==> config.mk <==
export PLATFORM = sky130hd
export DESIGN_NAME = ax25_ui_frame_deframer
export DESIGN_NICKNAME = d
export VERILOG_FILES = /design/src/rtl/ax25d_pkg.sv /design/src/rtl/ax25d_parser.sv /design/src/rtl/ax25d_out_reg.sv /design/src/rtl/ax25_ui_frame_deframer.sv
export SDC_FILE = /design/constraint.sdc
export NUM_CORES = 1
export LEC_CHECK = 0
export CORE_MARGIN = 2
export CORE_UTILIZATION = 35
export DETAILED_ROUTE_END_ITERATION = 8
export DONT_BUFFER_PORTS = 1
export PLACE_DENSITY = 0.57
export SLEW_MARGIN = 20
export SYNTH_ARGS = -nofsm -noshare
export SYNTH_HDL_FRONTEND = slang
export SYNTH_SLANG_ARGS = --single-unit
==> constraint.sdc <==
create_clock -name i_clk -period 4.25 [get_ports i_clk]
set_input_delay 0.2125 -clock i_clk [delete_from_list [all_inputs] [get_ports i_clk]]
set_output_delay 0.2125 -clock i_clk [all_outputs]
set_load 0.01 [all_outputs]
==> src/rtl/ax25d_pkg.sv <==
// Shared types and constants for the AX.25 UI frame deframer.
// Used by the parser, the result register and the top level; no dependencies.
`timescale 1ns / 1ps

package ax25d_pkg;

    localparam int MAX_ADDRESSES = 10;

    localparam logic [7:0] FEND_BYTE = 8'hC0;
    localparam logic [7:0] CTRL_UI   = 8'h03;
    localparam logic [7:0] PID_NONE  = 8'hF0;

    localparam logic [2:0] KIND_ADDRESS   = 3'd0;
    localparam logic [2:0] KIND_PAYLOAD   = 3'd1;
    localparam logic [2:0] KIND_FRAME_END = 3'd2;
    localparam logic [2:0] KIND_NOT_UI    = 3'd3;
    localparam logic [2:0] KIND_TRUNCATED = 3'd4;
    localparam logic [2:0] KIND_TOO_MANY  = 3'd5;

    typedef struct packed {
        logic [2:0]  kind;
        logic [41:0] address_chars;
        logic [2:0]  call_length;
        logic [3:0]  ssid;
        logic [3:0]  address_index;
        logic        address_last;
        logic [7:0]  data_byte;
    } t_result;

endpackage

==> src/rtl/ax25d_parser.sv <==
// Frame parser: phase tracking, address assembly and result formation.
// Depends on ax25d_pkg.
`timescale 1ns / 1ps

module ax25d_parser
    import ax25d_pkg::*;
(
    input  logic    i_clk,
    input  logic    i_rst_n,
    input  logic    i_advance,
    input  logic [7:0] i_byte,
    output logic    o_res_valid,
    output t_result o_res
);

    localparam logic [2:0] PH_IDLE    = 3'd0;
    localparam logic [2:0] PH_CMD     = 3'd1;
    localparam logic [2:0] PH_ADDR    = 3'd2;
    localparam logic [2:0] PH_CTRL    = 3'd3;
    localparam logic [2:0] PH_PID     = 3'd4;
    localparam logic [2:0] PH_PAYLOAD = 3'd5;
    localparam logic [2:0] PH_DISCARD = 3'd6;

    logic [2:0]  r_phase, n_phase;
    logic [2:0]  r_byte_in_block, n_byte_in_block;
    logic [3:0]  r_block_count, n_block_count;
    logic [47:0] r_address_shift, n_address_shift;

    logic [41:0] w_chars;
    logic [2:0]  w_len;
    logic        w_ends;

    // Unpack the six stored address bytes into 7-bit characters and find
    // the length left after trailing spaces and zeros are dropped.
    always_comb begin
        w_chars = '0;
        w_len   = '0;
        for (int k = 0; k < 6; k++) begin
            w_chars[41 - 7 * k -: 7] = r_address_shift[47 - 8 * k -: 7];
            if (r_address_shift[47 - 8 * k -: 7] != 7'h20 &&
                r_address_shift[47 - 8 * k -: 7] != 7'h00) begin
                w_len = 3'(k + 1);
            end
        end
    end

    assign w_ends = i_byte[0] && (r_block_count != 4'd0);

    always_comb begin
        n_phase         = r_phase;
        n_byte_in_block = r_byte_in_block;
        n_block_count   = r_block_count;
        n_address_shift = r_address_shift;
        o_res_valid     = 1'b0;
        o_res           = '0;

        if (i_byte == FEND_BYTE) begin
            n_phase         = PH_CMD;
            n_byte_in_block = '0;
            n_block_count   = '0;
            n_address_shift = '0;
            if (r_phase == PH_ADDR || r_phase == PH_CTRL || r_phase == PH_PID) begin
                o_res_valid = 1'b1;
                o_res.kind  = KIND_TRUNCATED;
            end else if (r_phase == PH_PAYLOAD) begin
                o_res_valid = 1'b1;
                o_res.kind  = KIND_FRAME_END;
            end
        end else begin
            case (r_phase)
                PH_CMD: begin
                    n_phase         = PH_ADDR;
                    n_byte_in_block = '0;
                    n_block_count   = '0;
                    n_address_shift = '0;
                end
                PH_ADDR: begin
                    if (r_byte_in_block == 3'd0 &&
                        r_block_count >= 4'(MAX_ADDRESSES)) begin
                        n_phase     = PH_DISCARD;
                        o_res_valid = 1'b1;
                        o_res.kind  = KIND_TOO_MANY;
                    end else if (r_byte_in_block < 3'd6) begin
                        n_address_shift = {r_address_shift[39:0], i_byte};
                        n_byte_in_block = r_byte_in_block + 3'd1;
                    end else begin
                        o_res_valid         = 1'b1;
                        o_res.kind          = KIND_ADDRESS;
                        o_res.address_chars = w_chars;
                        o_res.call_length   = w_len;
                        o_res.ssid          = i_byte[4:1];
                        o_res.address_index = r_block_count;
                        o_res.address_last  = w_ends;
                        n_byte_in_block     = '0;
                        n_address_shift     = '0;
                        if (w_ends) begin
                            n_phase = PH_CTRL;
                        end else begin
                            n_block_count = r_block_count + 4'd1;
                        end
                    end
                end
                PH_CTRL: begin
                    if (i_byte == CTRL_UI) begin
                        n_phase = PH_PID;
                    end else begin
                        n_phase     = PH_DISCARD;
                        o_res_valid = 1'b1;
                        o_res.kind  = KIND_NOT_UI;
                    end
                end
                PH_PID: begin
                    if (i_byte == PID_NONE) begin
                        n_phase = PH_PAYLOAD;
                    end else begin
                        n_phase     = PH_DISCARD;
                        o_res_valid = 1'b1;
                        o_res.kind  = KIND_NOT_UI;
                    end
                end
                PH_PAYLOAD: begin
                    o_res_valid     = 1'b1;
                    o_res.kind      = KIND_PAYLOAD;
                    o_res.data_byte = i_byte;
                end
                default: begin
                end
            endcase
        end
    end

    always_ff @(posedge i_clk) begin
        if (!i_rst_n) begin
            r_phase         <= PH_IDLE;
            r_byte_in_block <= '0;
            r_block_count   <= '0;
            r_address_shift <= '0;
        end else if (i_advance) begin
            r_phase         <= n_phase;
            r_byte_in_block <= n_byte_in_block;
            r_block_count   <= n_block_count;
            r_address_shift <= n_address_shift;
        end
    end

endmodule

==> src/rtl/ax25d_out_reg.sv <==
// Result register that holds one finished result until the sink takes it.
// Depends on ax25d_pkg.
`timescale 1ns / 1ps

module ax25d_out_reg
    import ax25d_pkg::*;
(
    input  logic    i_clk,
    input  logic    i_rst_n,
    input  logic    i_load,
    input  t_result i_res,
    input  logic    i_take,
    output logic    o_valid,
    output t_result o_res
);

    logic    r_valid;
    t_result r_res;

    always_ff @(posedge i_clk) begin
        if (!i_rst_n) begin
            r_valid <= 1'b0;
        end else if (i_load) begin
            r_valid <= 1'b1;
        end else if (i_take) begin
            r_valid <= 1'b0;
        end
    end

    always_ff @(posedge i_clk) begin
        if (i_load) begin
            r_res <= i_res;
        end
    end

    assign o_valid = r_valid;
    assign o_res   = r_res;

endmodule

==> src/rtl/ax25_ui_frame_deframer.sv <==
// Top level of the AX.25 UI frame deframer: input register, parser, result register.
// Depends on ax25d_pkg, ax25d_parser and ax25d_out_reg.
`timescale 1ns / 1ps

// The deframer takes one byte of a KISS stream per request on the slave side
// and gives at most one result per byte on the master side. A 0xC0 opens a
// frame; the KISS command byte after it is skipped. Each 7-byte address block
// gives an address result (kind 0) with six 7-bit characters, trimmed length,
// SSID and block index; tlast marks the block that ends the address list.
// After control 0x03 and PID 0xF0, every byte is a payload result (kind 1)
// until a 0xC0 closes the frame (kind 2). A wrong control or PID gives kind 3,
// a 0xC0 inside the header gives kind 4, and more than MAX_ADDRESSES blocks
// give kind 5; after kinds 3 and 5 bytes are dropped until the next 0xC0.
// Bytes are taken one per cycle while the sink keeps tready high: a byte
// accepted into the input register is parsed straight out of it, and its
// result is loaded into the result register when the byte moves on. A
// result thus passes the input register and the result register before it
// reaches the master side. A held result stalls the input register, which
// in turn deasserts slave tready.
module ax25_ui_frame_deframer
    import ax25d_pkg::*;
(
    input  logic        i_clk,
    input  logic        i_rst_n,
    input  logic        i_s_tvalid,
    output logic        o_s_tready,
    input  logic [7:0]  i_s_tdata,   // [7:0] rx_byte
    output logic        o_m_tvalid,
    input  logic        i_m_tready,
    output logic [63:0] o_m_tdata,   // [41:0] address_chars, [44:42] call_length,
                                     // [48:45] ssid, [52:49] address_index,
                                     // [60:53] data_byte, [63:61] zero
    output logic [2:0]  o_m_tuser,   // [2:0] kind
    output logic        o_m_tlast    // address_last
);

    logic       r_in_valid;
    logic [7:0] r_in_byte;
    logic       w_out_free;
    logic       w_advance;
    logic       w_res_valid;
    t_result    w_res;
    t_result    w_out_res;

    // The registered byte moves on whenever the result register can take
    // whatever it produces.
    assign w_out_free = !o_m_tvalid || i_m_tready;
    assign w_advance  = r_in_valid && w_out_free;
    assign o_s_tready = !r_in_valid || w_out_free;

    always_ff @(posedge i_clk) begin
        if (!i_rst_n) begin
            r_in_valid <= 1'b0;
        end else if (o_s_tready) begin
            r_in_valid <= i_s_tvalid;
        end
    end

    always_ff @(posedge i_clk) begin
        if (o_s_tready && i_s_tvalid) begin
            r_in_byte <= i_s_tdata;
        end
    end

    ax25d_parser u_parser (
        .i_clk       (i_clk),
        .i_rst_n     (i_rst_n),
        .i_advance   (w_advance),
        .i_byte      (r_in_byte),
        .o_res_valid (w_res_valid),
        .o_res       (w_res)
    );

    ax25d_out_reg u_out_reg (
        .i_clk   (i_clk),
        .i_rst_n (i_rst_n),
        .i_load  (w_advance && w_res_valid),
        .i_res   (w_res),
        .i_take  (i_m_tready),
        .o_valid (o_m_tvalid),
        .o_res   (w_out_res)
    );

    assign o_m_tdata = {3'b000, w_out_res.data_byte, w_out_res.address_index,
                        w_out_res.ssid, w_out_res.call_length,
                        w_out_res.address_chars};
    assign o_m_tuser = w_out_res.kind;
    assign o_m_tlast = w_out_res.address_last;

endmodule
# After elaboration in Yosys (flattened, before gate mapping)
# Index checks and enable logic that the tools add are counted.
totals:
  ff_bits: 133
  input_bits: 12
  out_inout_bits: 70
  word_cells: 117
classes:
  add_sub_neg: 2
  magnitude_cmp: 2
  eq_ne: 19
  n_mux: 43
  bitwise: 2
  reduce_logical: 34
ops:
  columns: ["operator", "n"]
  rows:
  - ["$mux W48", 3]
  - ["$pmux W48 S2", 1]
  - ["$ne A7 B6 Y1 const B", 6]
  - ["$reduce_bool A7 Y1", 6]
  - ["$mux W3", 13]
  - ["$pmux W3 S4", 2]
  - ["$eq A8 B8 Y1 const B", 2]
  - ["$mux W4", 4]
  - ["$mux W2", 7]
  - ["$logic_and A1 B1 Y1", 11]
  - ["$mux W1", 10]
  - ["$eq A8 B2 Y1 const B", 1]
  - ["$pmux W4 S2", 1]
  - ["$eq A3 B2 Y1 const B", 2]
  - ["$eq A3 B3 Y1 const B", 2]
  - ["$ne A3 B2 Y1 const B", 2]
  - ["$pmux W3 S2", 1]
  - ["$reduce_and A5 Y1", 1]
  - ["$reduce_bool A5 Y1", 1]
  - ["$reduce_or A5 Y1", 1]
  - ["$add A4 B1 Y4 const B", 1]
  - ["$ge A4 B4 Y1 const B", 1]
  - ["$logic_or A1 B1 Y1", 4]
  - ["$ne A4 B2 Y1 const B", 1]
  - ["16 further kinds", 18]

# Longest topological paths before layout
# Gate-level depths: netlist of the first run.
depth:
  depth_word: 8
  depth_mapped: 9
  mapped_depth_nobuf: 7

# Cells and area by module
# Synthesis of the first run repeated with hierarchy kept, for this count alone.
hier_totals:
  hier_cells: 494
  area_unflattened_um2: 5487.8
by_module_without_submodules:
  columns: ["module", "n_inst", "cells_per_inst", "area_each_um2", "seq_area_each_um2"]
  rows:
  - ["ax25d_parser", 1, 406, 3144.3, 1041.0]
  - ["ax25d_out_reg", 1, 68, 1993.2, 1971.9]
  - ["ax25_ui_frame_deframer", 1, 20, 350.3, 260.2]

# Worst setup path after synthesis of the first run
# Ideal clock, no wire load.
synth_path:
  path_kind: "register -> register"
  from: "register r_in_byte[6]"
  to: "register u_out_reg.r_res (netlist bit u_out_reg.o_res[0]), enable pin"
  setup_time_ns: 0.422
  t_arrival_ns: 2.739
  required_time_ns: 3.828
  slack_ns: 1.089
  stages_incl_launch_ff: 6
  n_path_buf: 0
  period_less_slack_ns: 3.161
  cell_sequence: "edfxtp_1 -> and4bb_1 -> and2_0 -> a211o_1 -> a31oi_1 -> a21o_1"
synth_between:
  elab_chain_len: 5
  word_cells_on_any_way: 8
  classes_between: "eq/ne: 3; mux: 4; reduce/logical: 1"
synth_lines:
  columns: ["element", "line", "source"]
  rows:
  - ["start, declared", "ax25_ui_frame_deframer.sv:38", "logic [7:0] r_in_byte;"]
  - ["start signal, assigned", "ax25_ui_frame_deframer.sv:61", "r_in_byte <= i_s_tdata;"]
  - ["$eq A8 B8 Y1 / $eq A8 B2 Y1 (equally long branches)", "ax25d_parser.sv:113, ax25d_parser.sv:104", null]
  - ["$mux W1, on equally long branches", "ax25d_parser.sv:113, ax25d_parser.sv:104", null]
  - ["$pmux W1 S4", "ax25d_parser.sv:70", "case (r_phase)"]
  - ["$mux W1 (*)", "ax25d_parser.sv:57", "if (i_byte == FEND_BYTE) begin"]
  - ["$logic_and A1 B1 Y1 (*)", "ax25_ui_frame_deframer.sv:77", ".i_load (w_advance && w_res_valid),"]
  - ["net u_out_reg.i_load", "ax25d_out_reg.sv:10", "input logic i_load,"]
  - ["end signal, assigned", "ax25d_out_reg.sv:32", "r_res <= i_res;"]
  - ["end, declared", "ax25d_out_reg.sv:18", "t_result r_res;"]
# The timed path passes the listed nets; every way through them passes the cells marked *.
# A chain may end at the register's enable or synchronous reset.

# Worst setup path in the final report of the first run
layout_path:
  from: "register r_in_byte[6]"
  to: "register u_out_reg.r_res (netlist bit u_out_reg.o_res[37]), enable pin"
# The elaborated chain is that of the path after synthesis.

==> out/results.txt, run 1 <==
Post-synth EDFFs: 73
Vias per Instance: 5.015
Worst-path clk slew: 60 ps
Psw: 539.8 uW
Hpwl dp: 7265 um
CTS root buffer: clkbuf_16
Reg-to-reg endpoint: u_out_reg.o_res[37]
Via count: 3566
Vias in the first global route: 3401
Clock power share: 0.508
Postcts setup bufs: 0
Dominant synthesized flop cell: edfxtp_1
Clk Latency, worst-skew pair: 420 ps
Final hold vios: 0
Die ar.: 16670 um^2
Setup_tns: 0 ps
Die height: 129.1 um
Finish-stage setup viols: 0
Routed met1 length: 5241 um
Nets: 505
Period utilization: 0.6598
Crit. End Element: register
Period minus WS final: 2804 ps
Post-route ant nets: 0
Initial DRC count: 249
Global-route usage over all layers: 0.1451
Ant diodes: 0
WHS Endpoint: u_parser.r_block_count[2]
Routed wire length: 11310 um
Met3 wirelength from detailed routing: 577 um
Leak: 0.001977 uW
Hold Crit Start: i_rst_n
Synth Register Bits: 127
Cell at the slowest stage of the critical path: a21o_2
Mapped Cells: 480
FP Rows: 45
Synth warn: 0
RSZ-0062 raised after global routing: no
Async SR Flop Fraction: 0
Area delta synth->final: 15.64%
Core ar.: 15260 um^2
Synth top area share: 0.4000
Synthesized cell area: 5480 um^2
Drc violations: 0
Crit Path Max Fanout: 37
Share of power burned in registers: 0.480
Count leader, synth: edfxtp_1
Initial Util: 0.3592
PD cells: 427.9 nW/um^2
Critical path data arrival time: 2900 ps
Int Power: 2172 uW
Startpoint types: register
Reg area: 3273 um^2
First-pass DRT Iterations: 4
Clk_skew: 12.92 ps
Sequential fraction of the synthesis area: 0.5973
H-tree Lvls: 4
Area of the multi-input gates: 2008 um^2
Worst vdd ir: 0.2756 mV
Fillers: 1429
Least-Margin Pin Slew: 777.9 ps
CTS tree: done
Hold Path Class: in -> reg
Final WS setup: 1446 ps
Slew Limit Headroom: 0.4814
Worst Reg-to-Reg Cells: 6
WL met2: 5354 um
IO Port Bufs: 0
Highest Signal Layer: met4
Critical Path RT: 4350 ps
R2r setup slk: 1450 ps
Clock Path Buffers: 2
Max-cap violations: 0
CP max stage delay: 590 ps
FMAX: 356.6 MHz
First-pass GRT wire length: 18350 um
DR WL/cell: 15.90 um
CTS Buf Count: 17
Tot Pwr: 2711 uW
Syn_area_per_cell: 11.42 um^2
Initial antenna violation count: 0
Placement Setup Slack: 1449 ps
Sw frac: 0.1991
Slew Viols, Final: 0
Status: complete, no violations
Layout cells sized above 1: 0.09400
Yosys cell types: 58
R2R Path Start: r_in_byte[6]
Hold Path Stages: 3
Gr ovfl total: 0
TritonCTS sink count: 127
Final GP Congestion: 0.7976
Crit path cell chain: and4bb_1 > and2_0 > a211o_1 > a31oi_1 > a21o_2 > buf_12
Die W: 129.1 um
Util after Layout: 0.4153
I/O Pins: 82
Synth area leader: edfxtp_1
Logic gate share of total power: 0.012
Synth top cells by count: 73 x edfxtp_1, 54 x dfxtp_1, 50 x nand3_1, 49 x and2_1, 45 x nand2b_1
Largest net degree at the start of global routing: 94
Main area contributors after synthesis: edfxtp_1 40%, dfxtp_1 20%, and2_1 5.6%, nand2b_1 5.1%, nand3_1 4.6%
Type of the worst setup path: reg -> reg
critical path, delay by kind of cell, from the launching register on:
family / cells / cell delay (ps)
flip-flops: 1 / 440
AND/OR/NAND/NOR: 2 / 580
AO/OA/AOI/OAI: 3 / 1120
buffers and inverters: 1 / 290
layer usage:
metal,track usage,vias up
met4,0.06010,0
met1,0.1860,1702
met5,0,-
li1,-,1737
met3,0.05120,13
met2,0.2238,114
power by group through the flow:
stage	combinational (uW)	clock (uW)	sequential, uW
6_report	33.0	1380	1300
5_1_grt	35.9	1470	1300
4_1_cts	32.8	1410	1300
3_5_place_dp	18.7	0	1330
3_3_place_gp	18.4	0	1330
2_1_floorplan	21.6	0	1320
logic make-up after synthesis:
logic type / share of synthesized area
and+or+nand+nor: 0.2310
DFF: 0.5973
AOI/OAI and AO/OA: 0.1178
buffers and inverters: 0.03790
adders and majority gates: 0.01370
xor gates and xnor gates: 0.001598
other: 0.0006843
state kept, by name, indices dropped and copies added (netlist names):
| register | flops |
|---|---|
| r_in_valid | 1 |
| u_parser.r_block_count | 4 |
| u_parser.r_address_shift | 42 |
| u_out_reg.o_valid | 1 |
| r_in_byte | 8 |
| u_parser.r_byte_in_block | 3 |
| u_parser.r_phase | 3 |
| u_out_reg.o_res | 65 |
how the worst max path moves through the flow:
stage,slack [ps],endpoint,depth (start not counted),start
3_5_place_dp,1450,u_out_reg.o_res[55],6,r_in_byte[6]
6_report,1450,u_out_reg.o_res[37],6,r_in_byte[6]
3_3_place_gp,1570,u_out_reg.o_res[55],8,u_parser.r_byte_in_block[1]
2_1_floorplan,1090,u_out_reg.o_res[0],5,r_in_byte[6]
4_1_cts,1440,u_out_reg.o_res[55],6,r_in_byte[6]
5_1_grt,1260,u_out_reg.o_res[43],6,r_in_byte[6]
through the flow:
stage,hold WS [ps],instances,area (um^2)
floorplan,311.4,482,5488
global placement,311.5,667,5614
detailed placement,311.4,667,5614
CTS,13.58,710,6310
global route,33.49,711,6337
finish,36.19,711,6337
layout by cell type (no fill, tap or decap), types with 2 or more instances in the layout:
master         Yosys  layout
a21boi_1          29      29
a21o_1             6       5
a21oi_1           22      22
a31oi_1            2       2
and2_1            49      49
and3_1             9       9
buf_12             0       2
buf_4              3       2
clkbuf_1          13       3
clkbuf_16          0      19
clkbuf_8           0       3
clkinv_2           0       3
clkinvlp_4         0       2
conb_1             1       3
dfxtp_1           54      54
dlygate4sd3_1      0      10
edfxtp_1          73      73
ha_1               6       6
inv_1              9       9
inv_6              0       2
nand2_1           17      17
nand2b_1          45      45
nand3_1           50      50
nand4_1            4       4
nor2_1            17      17
nor2b_1            3       3
nor3_1             7       7
nor4_1             2       2
o21a_1             2       2
o21ai_0            3       3
o22ai_1            2       2
o31ai_1            2       2
o41ai_1            2       2
or3_1              4       4
or4_1              4       4
repair_timing:
action,CTS,global route
resized for setup,0,0
setup endpoints to repair,0,0
endpoints found under the hold margin,44,0
hold buffers,11,0
final cells by class:
type	count	area share
Clock inverter	7	0.007502
Tap cell	211	0.04166
Inverter	9	0.005331
Sequential cell	127	0.5165
Timing Repair Buffer	15	0.02883
Multi-Input combinational cell	317	0.3169
Clock buffer	25	0.08332
Note: power is estimated with default switching activity, not from simulation.
==> run 2, diff against run 1 <==
Settings changed: PLACE_DENSITY 0.57 to 0.59.
Clock period 4.25 ns to 2.5 ns, I/O delays scaled along.
==> run 2 against run 1 <==
Compared with the run above:
- clock power grew 70%
- hold slack got worse by 18 ps
- fmax rose by 19%
- via count rose by 1.9%
- first-iteration DRC count grew 20%
- register-to-register slack worse by 1300 ps
- utilization is 0.84 points higher
- sequential power grew 70%
- worst setup slack got worse by 1300 ps
- die area unchanged
==> out/results.txt, run 2 (synthesis gave the netlist of run 1 again) <==
Status: complete, no violations
Drc violations: 0
Via count: 3634
Max-cap violations: 0
Hpwl dp: 7454 um
Largest net degree at the start of global routing: 72
Initial Util: 0.3592
Die ar.: 16670 um^2
FMAX: 426.0 MHz
Die W: 129.1 um
Hold_ws: 18.34 ps
PD cells: 712.6 nW/um^2
Hold Path Class: in -> reg
H-tree Lvls: 4
Layout cells sized above 1: 0.1243
Final hold vios: 0
Placed instance area: 5725 um^2
Placed instance count: 676
Final GP Congestion: 0.9333
Global-route usage over all layers: 0.1505
Gr ovfl total: 0
Leak: 0.002051 uW
Initial antenna violation count: 0
Design area: 6466 um^2
DR WL/cell: 15.87 um
First-pass DRT Iterations: 4
I/O Pins: 82
Critical path data arrival time: 2470 ps
Clk Latency, worst-skew pair: 430 ps
Core ar.: 15260 um^2
CTS root buffer: clkbuf_16
Commonest non-fill, non-tap cell in the layout: edfxtp_1
Logic gate share of total power: 0.013
Most frequent cells in the layout: 73 x edfxtp_1, 54 x dfxtp_1, 50 x nand3_1
Crit Path Max Fanout: 31
Psw: 957.2 uW
Setup_tns: 0 ps
Worst-path clk slew: 60 ps
Period utilization: 0.9390
Clk_skew: 12.94 ps
First-pass GRT wire length: 19090 um
Max FFs per register: 65
CTS Buf Count: 17
Die height: 129.1 um
Type of the worst setup path: reg -> reg
Crit. End Element: register
Startpoint types: register
Period minus WS final: 2348 ps
Fin cells: 726
Vias in the first global route: 3644
Int Power: 3651 uW
Worst vdd ir: 0.4668 mV
Routed wire length: 11520 um
IO Port Bufs: 0
Critical Path RT: 2620 ps
Clock Path Buffers: 2
Finish-stage setup viols: 0
CTS tree: done
TritonCTS sink count: 127
Area delta synth->final: 17.99%
FP Rows: 45
Share of power burned in registers: 0.480
Initial DRC count: 298
Clock power share: 0.508
Nets: 520
Vias per Instance: 5.006
Slew Viols, Final: 0
Slew Limit Headroom: 0.5291
Ant diodes: 0
Fillers: 1429
RSZ-0062 raised after global routing: no
Post-route ant nets: 0
Least-Margin Pin Slew: 705.5 ps
Sw frac: 0.2077
## run 2: timing repair
item,CTS,global route
endpoints found under the hold margin,45,0
resized for setup,0,1
endpoints found under the setup margin,0,55
hold buffers,10,0
buffers inserted,0,8
## run 2: worst paths after layout
| check | start | endpoint | slack, ps | depth (start not counted) |
|---|---|---|---|---|
| max | r_in_byte[1] | u_out_reg.o_res[38] | 150 | 6 |
| min | i_rst_n | u_parser.r_phase[1] | 20 | 2 |
| max reg2reg | r_in_byte[1] | u_out_reg.o_res[38] | 150 | 6 |
| min reg2reg | u_parser.r_address_shift[30] | u_parser.r_address_shift[30] | 480 | 2 |
## run 2: layout make-up
cell class              instances  area, um^2  area share
flip-flops and latches        127        3273      0.5062
clock buffers                  20       457.9     0.07082
multi-input cells             317        2021      0.3125
repair buffers                 30       310.3     0.04799
clock inverters                12       106.4     0.01645
inverters                       9       33.78    0.005224
well taps                     211       264.0     0.04083
## run 2: per-layer routing
metal / share of wire / vias to the layer above / track usage
met5: 0 / - / 0
met3: 0.046 / 20 / 0.05120
li1: - / 1770 / -
met1: 0.47 / 1744 / 0.1897
met2: 0.47 / 100 / 0.2344
met4: 0.020 / 0 / 0.06905
## run 2: power groups by stage
stage	combinational, uW	sequential, uW	clock, uW
after floorplan	37.0	2250	0
after global placement	34.6	2250	0
after detailed placement	34.8	2250	0
after CTS	57.4	2210	2390
after global routing	64.8	2210	2490
final	58.6	2210	2340
## run 2: stage by stage
step	total power, uW	util	setup slack (ps)
2_1_floorplan	2289	-	209.7
3_3_place_gp	2287	0.3752	207.4
3_5_place_dp	2289	0.3752	113.9
4_1_cts	4657	0.4194	89.18
5_1_grt	4764	0.4238	23.68
6_report	4608	0.4238	152.4
## run 2: worst max-delay path, stage by stage, from the launching register on
cell      delay [ps]
edfxtp_1         440
and4bb_1         310
and2_0           260
a211o_1          350
a31oi_2          200
a21o_4           230
buf_12           210
